<file path="config.mk">
export PLATFORM = sky130hd
export DESIGN_NAME = nmea_checksum_validator_top
export DESIGN_NICKNAME = d
export VERILOG_FILES = /design/src/rtl/core/nmcv_pkg.sv /design/src/rtl/core/nmcv_in_reg.sv /design/src/rtl/core/nmcv_checker.sv /design/src/rtl/core/nmcv_out_reg.sv /design/src/rtl/core/nmea_checksum_validator_top.sv
export VERILOG_INCLUDE_DIRS = /design/src /design/src/rtl/core
export SDC_FILE = /design/constraint.sdc
export NUM_CORES = 1
export LEC_CHECK = 0
export ABC_AREA = 1
export BUFFER_PORTS_ARGS = -buffer_cell sky130_fd_sc_hd__buf_2
export CORE_ASPECT_RATIO = 1.4
export CORE_MARGIN = 4
export CORE_UTILIZATION = 58
export DETAILED_ROUTE_END_ITERATION = 10
export GPL_TIMING_DRIVEN = 0
export PLACE_DENSITY = 0.79
export SETUP_SLACK_MARGIN = 0.1
export SLEW_MARGIN = 15
export SYNTH_ARGS = -nofsm -noshare
export SYNTH_HDL_FRONTEND = slang
export SYNTH_SLANG_ARGS = --single-unit
</file>
<file path="constraint.sdc">
create_clock -name clk -period 2.6 [get_ports clk]
set_input_delay 0.26 -clock clk [delete_from_list [all_inputs] [get_ports clk]]
set_output_delay 0.26 -clock clk [all_outputs]
set_load 0.01 [all_outputs]
</file>
<file path="src/rtl/core/nmea_checksum_validator_top_defines.svh">
// ----------------------------------------------------------------------------
// NMEA checksum validator assertion macros
// Shorthand for the concurrent checks of the validator, clocked on clk and
// disabled while arst_n is low.
// ----------------------------------------------------------------------------
`ifndef NMEA_CHECKSUM_VALIDATOR_TOP_DEFINES_SVH
`define NMEA_CHECKSUM_VALIDATOR_TOP_DEFINES_SVH

// Same-cycle implication.
`define NMCV_ASSERT_IMP(lbl, ante, cons, msg) \
	lbl: assert property (@(posedge clk) disable iff (!arst_n) (ante) |-> (cons)) \
		else $error(msg);

// Next-cycle implication.
`define NMCV_ASSERT_NXT(lbl, ante, cons, msg) \
	lbl: assert property (@(posedge clk) disable iff (!arst_n) (ante) |=> (cons)) \
		else $error(msg);

`endif

</file>
<file path="src/rtl/core/nmcv_pkg.sv">
// ----------------------------------------------------------------------------
// NMEA checksum validator package
// Payload types, phase and reason codes, and the hex digit helper.
// ----------------------------------------------------------------------------
package nmcv_pkg;

	localparam logic [7:0] CH_DOLLAR   = 8'h24;
	localparam logic [7:0] CH_STAR     = 8'h2A;
	localparam logic [7:0] CH_NUL      = 8'h00;
	localparam logic [7:0] LIMIT_RESET = 8'd75;

	typedef enum logic [2:0] {
		PH_IDLE = 3'd0,
		PH_BODY = 3'd1,
		PH_HIGH = 3'd2,
		PH_LOW  = 3'd3,
		PH_DONE = 3'd4
	} phase_t;

	typedef enum logic [2:0] {
		WHY_OK       = 3'd0,
		WHY_NODOLLAR = 3'd1,
		WHY_TOOLONG  = 3'd2,
		WHY_NOSEP    = 3'd3,
		WHY_MISMATCH = 3'd4
	} reason_t;

	typedef struct packed {
		logic [7:0] char_in;
		logic       sentence_start;
	} char_t;

	typedef struct packed {
		logic       sentence_ok;
		logic [2:0] fail_reason;
		logic [7:0] computed_sum;
	} verdict_t;

	typedef struct packed {
		logic     valid;
		verdict_t item;
	} result_t;

	// Uppercase ASCII hex digit of a nibble.
	function automatic logic [7:0] hex_digit(input logic [3:0] nib);
		if (nib < 4'd10) begin
			return 8'h30 + {4'h0, nib};
		end else begin
			return 8'h37 + {4'h0, nib};
		end
	endfunction

endpackage

</file>
<file path="src/rtl/core/nmcv_in_reg.sv">
// ----------------------------------------------------------------------------
// NMEA checksum validator input register
// Captures one character transaction and holds it while the pipe is stalled.
// ----------------------------------------------------------------------------
module nmcv_in_reg (
	input  logic            clk,
	input  logic            arst_n,
	input  logic            char_valid,
	input  nmcv_pkg::char_t char_item,
	input  logic            advance,
	output logic            char_stall,
	output logic            valid_s1,
	output nmcv_pkg::char_t item_s1
);

	logic load;

	assign load       = advance || !valid_s1;
	assign char_stall = valid_s1 && !advance;

	always_ff @(posedge clk or negedge arst_n) begin
		if (!arst_n) begin
			valid_s1 <= 1'b0;
		end else if (load) begin
			valid_s1 <= char_valid;
		end
	end

	always_ff @(posedge clk) begin
		if (load && char_valid) begin
			item_s1 <= char_item;
		end
	end

endmodule

</file>
<file path="src/rtl/core/nmcv_checker.sv">
// ----------------------------------------------------------------------------
// NMEA checksum validator sentence checker
// Phase machine, running XOR, character index and the length limit register.
// ----------------------------------------------------------------------------
module nmcv_checker (
	input  logic              clk,
	input  logic              arst_n,
	input  logic              cfg_we,
	input  logic [7:0]        cfg_wdata,
	input  logic              step,
	input  nmcv_pkg::char_t   item_s1,
	output nmcv_pkg::result_t result
);

	nmcv_pkg::phase_t phase_q, phase_d;
	logic [7:0]       xor_q, xor_d;
	logic [7:0]       index_q, index_d;
	logic             high_ok_q, high_ok_d;
	logic [7:0]       limit_q;
	logic [7:0]       ch;
	logic             start;

	assign ch    = item_s1.char_in;
	assign start = item_s1.sentence_start;

	// Next state.
	always_comb begin
		phase_d   = phase_q;
		xor_d     = xor_q;
		index_d   = index_q;
		high_ok_d = high_ok_q;
		if (start) begin
			xor_d     = 8'h00;
			high_ok_d = 1'b0;
			if (ch != nmcv_pkg::CH_DOLLAR) begin
				phase_d = nmcv_pkg::PH_DONE;
				index_d = 8'd0;
			end else begin
				phase_d = nmcv_pkg::PH_BODY;
				index_d = 8'd1;
			end
		end else begin
			unique case (phase_q)
				nmcv_pkg::PH_BODY: begin
					priority if (index_q >= limit_q) begin
						phase_d = nmcv_pkg::PH_DONE;
					end else if (ch == nmcv_pkg::CH_NUL) begin
						phase_d = nmcv_pkg::PH_DONE;
					end else if (ch == nmcv_pkg::CH_STAR) begin
						phase_d = nmcv_pkg::PH_HIGH;
					end else begin
						xor_d   = xor_q ^ ch;
						index_d = index_q + 8'd1;
					end
				end
				nmcv_pkg::PH_HIGH: begin
					high_ok_d = (ch == nmcv_pkg::hex_digit(xor_q[7:4]));
					phase_d   = nmcv_pkg::PH_LOW;
				end
				nmcv_pkg::PH_LOW: begin
					phase_d = nmcv_pkg::PH_DONE;
				end
				default: begin
					phase_d = phase_q;
				end
			endcase
		end
	end

	// Verdict output.
	always_comb begin
		nmcv_pkg::reason_t why;
		logic              fire;
		why  = nmcv_pkg::WHY_OK;
		fire = 1'b0;
		if (start) begin
			if (ch != nmcv_pkg::CH_DOLLAR) begin
				fire = 1'b1;
				why  = nmcv_pkg::WHY_NODOLLAR;
			end
		end else begin
			unique case (phase_q)
				nmcv_pkg::PH_BODY: begin
					priority if (index_q >= limit_q) begin
						fire = 1'b1;
						why  = nmcv_pkg::WHY_TOOLONG;
					end else if (ch == nmcv_pkg::CH_NUL) begin
						fire = 1'b1;
						why  = nmcv_pkg::WHY_NOSEP;
					end else begin
						fire = 1'b0;
					end
				end
				nmcv_pkg::PH_LOW: begin
					fire = 1'b1;
					if (high_ok_q && ch == nmcv_pkg::hex_digit(xor_q[3:0])) begin
						why = nmcv_pkg::WHY_OK;
					end else begin
						why = nmcv_pkg::WHY_MISMATCH;
					end
				end
				default: begin
					fire = 1'b0;
				end
			endcase
		end
		result.valid             = step && fire;
		result.item.sentence_ok  = (why == nmcv_pkg::WHY_OK);
		result.item.fail_reason  = why;
		// Missing dollar clears the sum before the verdict.
		result.item.computed_sum = start ? 8'h00 : xor_q;
	end

	always_ff @(posedge clk or negedge arst_n) begin
		if (!arst_n) begin
			phase_q   <= nmcv_pkg::PH_IDLE;
			xor_q     <= 8'h00;
			index_q   <= 8'd0;
			high_ok_q <= 1'b0;
		end else if (step) begin
			phase_q   <= phase_d;
			xor_q     <= xor_d;
			index_q   <= index_d;
			high_ok_q <= high_ok_d;
		end
	end

	always_ff @(posedge clk or negedge arst_n) begin
		if (!arst_n) begin
			limit_q <= nmcv_pkg::LIMIT_RESET;
		end else if (cfg_we) begin
			limit_q <= cfg_wdata;
		end
	end

endmodule

</file>
<file path="src/rtl/core/nmcv_out_reg.sv">
// ----------------------------------------------------------------------------
// NMEA checksum validator output register
// Holds one verdict transaction until the consumer takes it.
// ----------------------------------------------------------------------------
module nmcv_out_reg (
	input  logic               clk,
	input  logic               arst_n,
	input  logic               advance,
	input  nmcv_pkg::result_t  result,
	output logic               verdict_valid,
	output nmcv_pkg::verdict_t verdict_item
);

	logic               valid_q;
	nmcv_pkg::verdict_t item_q;

	always_ff @(posedge clk or negedge arst_n) begin
		if (!arst_n) begin
			valid_q <= 1'b0;
		end else if (advance) begin
			valid_q <= result.valid;
		end
	end

	always_ff @(posedge clk) begin
		if (advance && result.valid) begin
			item_q <= result.item;
		end
	end

	assign verdict_valid = valid_q;
	assign verdict_item  = item_q;

endmodule

</file>
<file path="src/rtl/core/nmea_checksum_validator_top.sv">
// ----------------------------------------------------------------------------
// NMEA checksum validator top level
// Path: the input register takes the character, the verdict register its verdict.
// Throughput: one character per cycle; the input register and the verdict
// register stall together only when a verdict waits and is not taken.
// Reset: pipe empty, phase idle, sum and index zero, length limit 75.
// ----------------------------------------------------------------------------
`include "nmea_checksum_validator_top_defines.svh"

module nmea_checksum_validator_top (
	input  logic               clk,
	input  logic               arst_n,
	// Configuration: length limit register
	input  logic               cfg_we,
	input  logic [7:0]         cfg_wdata,
	// Character channel
	input  logic               char_valid,
	output logic               char_stall,
	input  nmcv_pkg::char_t    char_item,
	// Verdict channel
	output logic               verdict_valid,
	input  logic               verdict_stall,
	output nmcv_pkg::verdict_t verdict_item
);

	logic              advance;
	logic              valid_s1;
	logic              step;
	nmcv_pkg::char_t   item_s1;
	nmcv_pkg::result_t result;

	// The whole pipe moves unless a verdict sits in the output register and
	// the consumer stalls it. A character held in stage one is processed only
	// when it moves, so the sentence state never sees a character twice.
	assign advance = !verdict_valid || !verdict_stall;
	assign step    = valid_s1 && advance;

	// Stage one: capture the incoming character transaction.
	nmcv_in_reg u_in_reg (
		.clk        (clk),
		.arst_n     (arst_n),
		.char_valid (char_valid),
		.char_item  (char_item),
		.advance    (advance),
		.char_stall (char_stall),
		.valid_s1   (valid_s1),
		.item_s1    (item_s1)
	);

	// Sentence state and verdict decision: XOR, compare and phase update on
	// the character in stage one; the limit register lives here as well.
	nmcv_checker u_checker (
		.clk       (clk),
		.arst_n    (arst_n),
		.cfg_we    (cfg_we),
		.cfg_wdata (cfg_wdata),
		.step      (step),
		.item_s1   (item_s1),
		.result    (result)
	);

	// Stage two: hold the verdict transaction for the consumer.
	nmcv_out_reg u_out_reg (
		.clk           (clk),
		.arst_n        (arst_n),
		.advance       (advance),
		.result        (result),
		.verdict_valid (verdict_valid),
		.verdict_item  (verdict_item)
	);

	// Only a held character may push back on the producer.
	`NMCV_ASSERT_IMP(a_stall_needs_item, char_stall, valid_s1, "stall with empty stage one")
	// A character that cannot move keeps its slot and its value.
	`NMCV_ASSERT_NXT(a_s1_hold, valid_s1 && !advance, valid_s1 && $stable(item_s1), "stage one lost a held character")
	// The ok flag agrees with the reason code.
	`NMCV_ASSERT_IMP(a_ok_matches_reason, verdict_valid, verdict_item.sentence_ok == (verdict_item.fail_reason == nmcv_pkg::WHY_OK), "ok flag disagrees with reason")
	// A sentence without a dollar has no body to sum.
	`NMCV_ASSERT_IMP(a_nodollar_zero_sum, verdict_valid && verdict_item.fail_reason == nmcv_pkg::WHY_NODOLLAR, verdict_item.computed_sum == 8'h00, "missing dollar with nonzero sum")

endmodule

</file>
## Word level (Yosys, flattened, before mapping)

Cells that the tools add are included.
Widths: inputs -> output; s select.

| operators by class | value |
|---|---|
| reductions and logical operators | 20 |
| muxes and demuxes | 36 |
| bitwise gates (word level) | 1 |
| add/subtract/negate cells | 5 |
| eq/ne operators | 11 |
| $lt $le $gt $ge | 3 |

Operators by type and width:

| cell | number |
|---|---|
| $mux 8 | 16 |
| $add 6x4->7 const A | 4 |
| $mux 3 | 8 |
| $eq 8x8->1 | 2 |
| $pmux 3 s3 | 1 |
| $add 8x1->8 const B | 1 |
| $eq 8x6->1 const B | 1 |
| $ge 8x8->1 | 1 |
| $logic_not 8->1 | 1 |
| $lt 4x4->1 const B | 2 |
| $mux 1 | 8 |
| $ne 8x6->1 const B | 1 |
| $xor 8x8->8 | 1 |
| $eq 3x2->1 const B | 2 |
| $logic_and 1x1->1 | 6 |
| $ne 2x2->1 const B | 3 |
| $pmux 3 s2 | 1 |
| $ne 5x2->1 const B | 1 |
| $reduce_and 5->1 | 1 |
| $logic_not 1->1 | 4 |
| $reduce_bool 2->1 | 2 |
| $reduce_bool 4->1 | 1 |
| $eq 3x1->1 const B | 1 |
| $logic_not 3->1 | 1 |
| 5 further kinds | 6 |

| word-level totals | value |
|---|---|
| input bits | 22 |
| register bits after elaboration | 51 |
| output and inout bits | 14 |

## Logic depth before layout (Yosys ltp)

| depth | value |
|---|---|
| depth in word-level cells | 10 |
| gate-level depth with buffers | 14 |
| gate-level depth less buffers | 13 |

## By module

From an unflattened synthesis, not the netlist that was laid out.

| unflattened totals | value |
|---|---|
| cells, all modules | 375 |
| area total of the unflattened synthesis | 2990.4 µm² |

By module, submodules not included:

| module | area each (µm²) | seq. area each (µm²) | cells each | times used |
|---|---|---|---|---|
| nmcv_checker | 2242.2 | 705.7 | 338 | 1 |
| nmcv_out_reg | 404.1 | 385.4 | 18 | 1 |
| nmcv_in_reg | 327.8 | 295.3 | 16 | 1 |
| nmea_checksum_validator_top | 16.3 | 0.0 | 3 | 1 |

## Least setup slack after synthesis

No wires, ideal clock.

| path | value |
|---|---|
| path type | reg-to-reg |
| start point | register u_checker.limit_q[3] |
| end point | register u_out_reg.item_q, in the netlist u_out_reg.verdict_item[0], enable pin |
| setup time | 0.344 ns |
| data arrival time | 1.665 ns |
| cell stages (with the launch flop) | 13 |
| clock period less this slack | 2.009 ns |
| buffers on the path | 0 |
| setup slack | 0.591 ns |
| cell sequence | dfstp_2 -> inv_1 -> ha_1 -> nand2_1 -> nor2_1 -> nor2_1 -> nand2_1 -> nand2_1 -> nand3_1 -> nand2_1 -> nand2_1 -> nand2_1 -> inv_1 |

| on the way | value |
|---|---|
| word-level cells in the longest chain between the ends | 6 |

RTL lines:

| element | line | RTL |
|---|---|---|
| start, declared | nmcv_checker.sv:19 | `logic [7:0] limit_q;` |
| start signal, assigned | nmcv_checker.sv:130 | `limit_q <= nmcv_pkg::LIMIT_RESET;` |
| start signal, assigned | nmcv_checker.sv:132 | `limit_q <= cfg_wdata;` |
| $ge 8x8->1 | nmcv_checker.sv:84 | `priority if (index_q >= limit_q) begin` |
| $mux 1 | nmcv_checker.sv:84 |  |
| $pmux 1 s2 | nmcv_checker.sv:82 | `unique case (phase_q)` |
| $mux 1 | nmcv_checker.sv:76 | `if (start) begin` |
| $logic_and 1x1->1 | nmcv_checker.sv:107 | `result.valid = step && fire;` |
| $logic_and 1x1->1 | nmcv_out_reg.sv:26 | `if (advance && result.valid) begin` |
| end signal, assigned | nmcv_out_reg.sv:27 | `item_q <= result.item;` |
| end, declared | nmcv_out_reg.sv:15 | `nmcv_pkg::verdict_t item_q;` |

Every way passes these cells.
A chain may end at the register's enable or synchronous reset.

## Worst setup path after layout

| path | value |
|---|---|
| start point | register u_checker.limit_q[3] |
| end point | register u_out_reg.item_q, in the netlist u_out_reg.verdict_item[3], enable pin |

Same word-level chain as after synthesis.

==> summary.txt <==
Logic synthesis
  • Distinct cells, synth: 31
  • Top cells by area, synth: dfrtp_1, edfxtp_1, nand2_1
  • Syn Area/Cell: 7.83 sq um
  • Post-synth net total: 419
  • Mapped cell area: 3020 sq um
  • Synth top area share: 0.215
  • Synthesis warning total: 0
  • Gate count of the mapped netlist: 386
  • Seq cells post-synth: 51
  • Yosys top cell by area: dfrtp_1
  • Register area share after synthesis: 0.459

Run status
  • Status: finished with violations
  • Failing checks: negative hold slack

Floorplanning
  • Top Ports: 36
  • DIE AREA: 6440 sq um
  • Starting density of the core: 0.610
  • FP Rows: 30
  • Die W: 69 microns
  • Die height: 93.4 microns
  • Core area: 4950 sq um

Route
  • DRC: 0
  • Routed Antenna Nets: 0
  • Routed vias: 2531
  • DR pass1 iterations: 4
  • Vias per cell: 5.12
  • Iter 0 DRT Violations: 190
  • DRT Wirelength: 6020 microns
  • Wire per inst: 12.2 microns

Timing
  • Final Hold Viols: 15
  • Fin crit period: 2.20 ns
  • Slew Limit Headroom: 0.540
  • Worst Tran Pin Value: 0.690 ns
  • Final setup viols: 0
  • Fmax: 455 MHz
  • RSZ-0062 raised after global routing: false
  • Setup ws final: 0.402 ns
  • Fin crit share: 0.845
  • Final hold slack: -0.00657 ns
  • Clock Skews: 0.00448 ns
  • Setup TNS Final: 0 ns
  • Slew Viols, Final: 0

Run
  • Number of max-cap violations: 0

CTS
  • CTS root buf: clkbuf_8
  • Clk_lat worst skew: 0.30 ns
  • Bufs on Longest Clock Path: 2
  • Post-CTS Setup Bufs: 0
  • CTS resizes: 0
  • CTS tree: done
  • Total CTS buffers: 5
  • Clk slew on worst S/H paths: 0.09 ns
  • H-Tree Depth: 2
  • Num Clock Sinks: 51
  • CTS Hold Bufs: 0

Global route
  • Initial antenna violation count: 0
  • GRT Total Usage: 0.199
  • Met2 Use GR: 0.352
  • Grt ovf: 0
  • Met1 Resource Use GR: 0.247
  • Largest net degree at the start of global routing: 31
  • Met3 GRT Util: 0.0301
  • Vias in the first global route: 2399
  • First-pass GRT wire length: 10500 microns
  • Peak-usage layer in the global routing report: met2

Worst hold path
  • Class of the worst hold path: in -> async

Setup path
  • CP required: 2.64 ns
  • CP arrival: 2.24 ns
  • CP startpoint: u_checker.limit_q[3]
  • Slowest Stage Delay on Critical Path: 0.52 ns
  • Critical path launch point type: register
  • Worst path cell trace: inv_1 > ha_1 > nand2_1 > nand2_1 > nor2_1 > nand2_1 > nand2_1 > nand3_1 > nand2_1 > nand2_1 > nand2_2 > clkinvlp_4
  • Crit-path max FO: 6
  • WS Path Type: reg -> reg
  • Slowest CP cell: dfstp_2
  • CP endpoint kind: register
  • Reg-to-Reg Start: u_checker.limit_q[3]
  • Crit-path most repeated cell: nand2_1

Layout
  • Fin area: 3370 sq um
  • Layout Utilization: 0.681
  • Nets: 462
  • # diodes: 0
  • Commonest non-fill, non-tap cell in the layout: nand2_1
  • Area Growth Syn to Fin: 11.7%
  • Share of cells above drive strength 1: 0.165
  • Most frequent cells in the layout: nand2_1, inv_1, nor2_1, buf_2, nand3_1

Power and ir drop
  • VDD IR max: 0.000408 V
  • Pwr dens: 758 nW/um^2
  • Leak: 1.73 nW

Place
  • Post-DP Area: 3280 sq um
  • GP Congestion: 0.894
  • Post-Place Worst Slack: 0.296 ns
  • Port bufs: 35
  • DP Wirelength: 4620 microns
==> Yosys cell counts <==
| cell type | number |
|---|---|
| nand3b_1 | 2 |
| buf_4 | 2 |
| nand3_1 | 36 |
| a21o_1 | 1 |
| o21ai_0 | 15 |
| nand4_1 | 4 |
| nor2_2 | 2 |
| a31oi_1 | 1 |
| nor3_1 | 4 |
| nor2_1 | 43 |
| o31ai_1 | 1 |
| nand2_1 | 120 |
| xnor2_1 | 10 |
| inv_1 | 51 |
| dfstp_2 | 4 |
| o21ai_1 | 3 |
| inv_2 | 2 |
| nand2_2 | 3 |
| buf_2 | 2 |
| edfxtp_1 | 21 |
| xor2_1 | 5 |
| ha_1 | 11 |
| mux2_2 | 1 |
| a21oi_1 | 4 |
| nand3_2 | 1 |
| buf_6 | 2 |
| nor3_4 | 1 |
| nor2_4 | 3 |
| clkbuf_1 | 3 |
| nand2_4 | 2 |
| dfrtp_1 | 26 |
==> report_power, final <==
group	leakage [nW]	switching, mW	internal (mW)	total (mW)
Clock	0.0477	0.254	0.185	0.439
Sequential	0.582	0.155	1.01	1.17
Combinational	1.10	0.593	0.359	0.952
Total	1.73	1.00	1.56	2.56
==> layout make-up <==
cell class / count / area [sq um]
clock inverter: 3 / 15.0
timing repair buffer: 35 / 175
multi-input combinational: 273 / 1380
timing repair inverter: 1 / 7.51
inverter: 53 / 203
buffer: 9 / 58.8
tap: 64 / 80.1
sequential: 51 / 1390
clock buffer: 5 / 68.8
fill: 437 / 1580
==> flip-flops by register name, indices dropped and copies added, names as in the netlist <==
| register | flops |
|---|---|
| u_checker.high_ok_q | 1 |
| u_checker.xor_q | 8 |
| u_checker.index_q | 8 |
| u_checker.limit_q | 8 |
| u_in_reg.valid_s1 | 1 |
| u_in_reg.item_s1 | 9 |
| u_checker.phase_q | 3 |
| u_out_reg.verdict_valid | 1 |
| u_out_reg.verdict_item | 12 |
==> worst max-delay path: cells and delay by family, from the launching register on <==
family / cells / cell delay, ns
flip-flops: 1 / 0.52
AND/OR/NAND/NOR: 9 / 0.89
adder cells (fa/ha/maj): 1 / 0.30
buffers and inverters: 2 / 0.24
==> stage by stage <==
stage          std cells  hold WS, ns  power [mW]
5_1_grt              494       0.0377        2.78
3_3_place_gp         485        0.335        2.07
6_report             494     -0.00657        2.56
2_1_floorplan        386      -0.0356        1.88
3_5_place_dp         485        0.338        2.12
4_1_cts              493      0.00411        2.57
==> worst paths after layout <==
kind,endpoint,slack (ns),cells past startpoint
worst max-delay path,u_out_reg.verdict_item[3],0.40,12
worst min-delay path,u_checker.limit_q[7],-0.007,1
worst max register to register,u_out_reg.verdict_item[3],0.40,12
worst min register to register,u_checker.phase_q[1],0.50,2
max in group asynchronous,u_checker.xor_q[1],2.16,1
min in group clk,u_in_reg.item_s1[3],0.13,1
==> kinds of logic after synthesis <==
family,Yosys count,share of synthesized area
flops,51,0.459
compound gates,25,0.0435
buf+inv,62,0.0853
simple gates,221,0.320
fa+ha+maj,11,0.0455
xor+xnor,15,0.0435
mux,1,0.00373
==> per-layer routing <==
layer  share of wire  vias up  wire length [microns]
met5               0        -                      0
met4           0.015        0                     92
met3           0.040        9                    240
met2            0.52       49                   3100
met1            0.43     1170                   2590
li1                -     1303                      -
No activity file was read; power rests on OpenSTA's default activity.
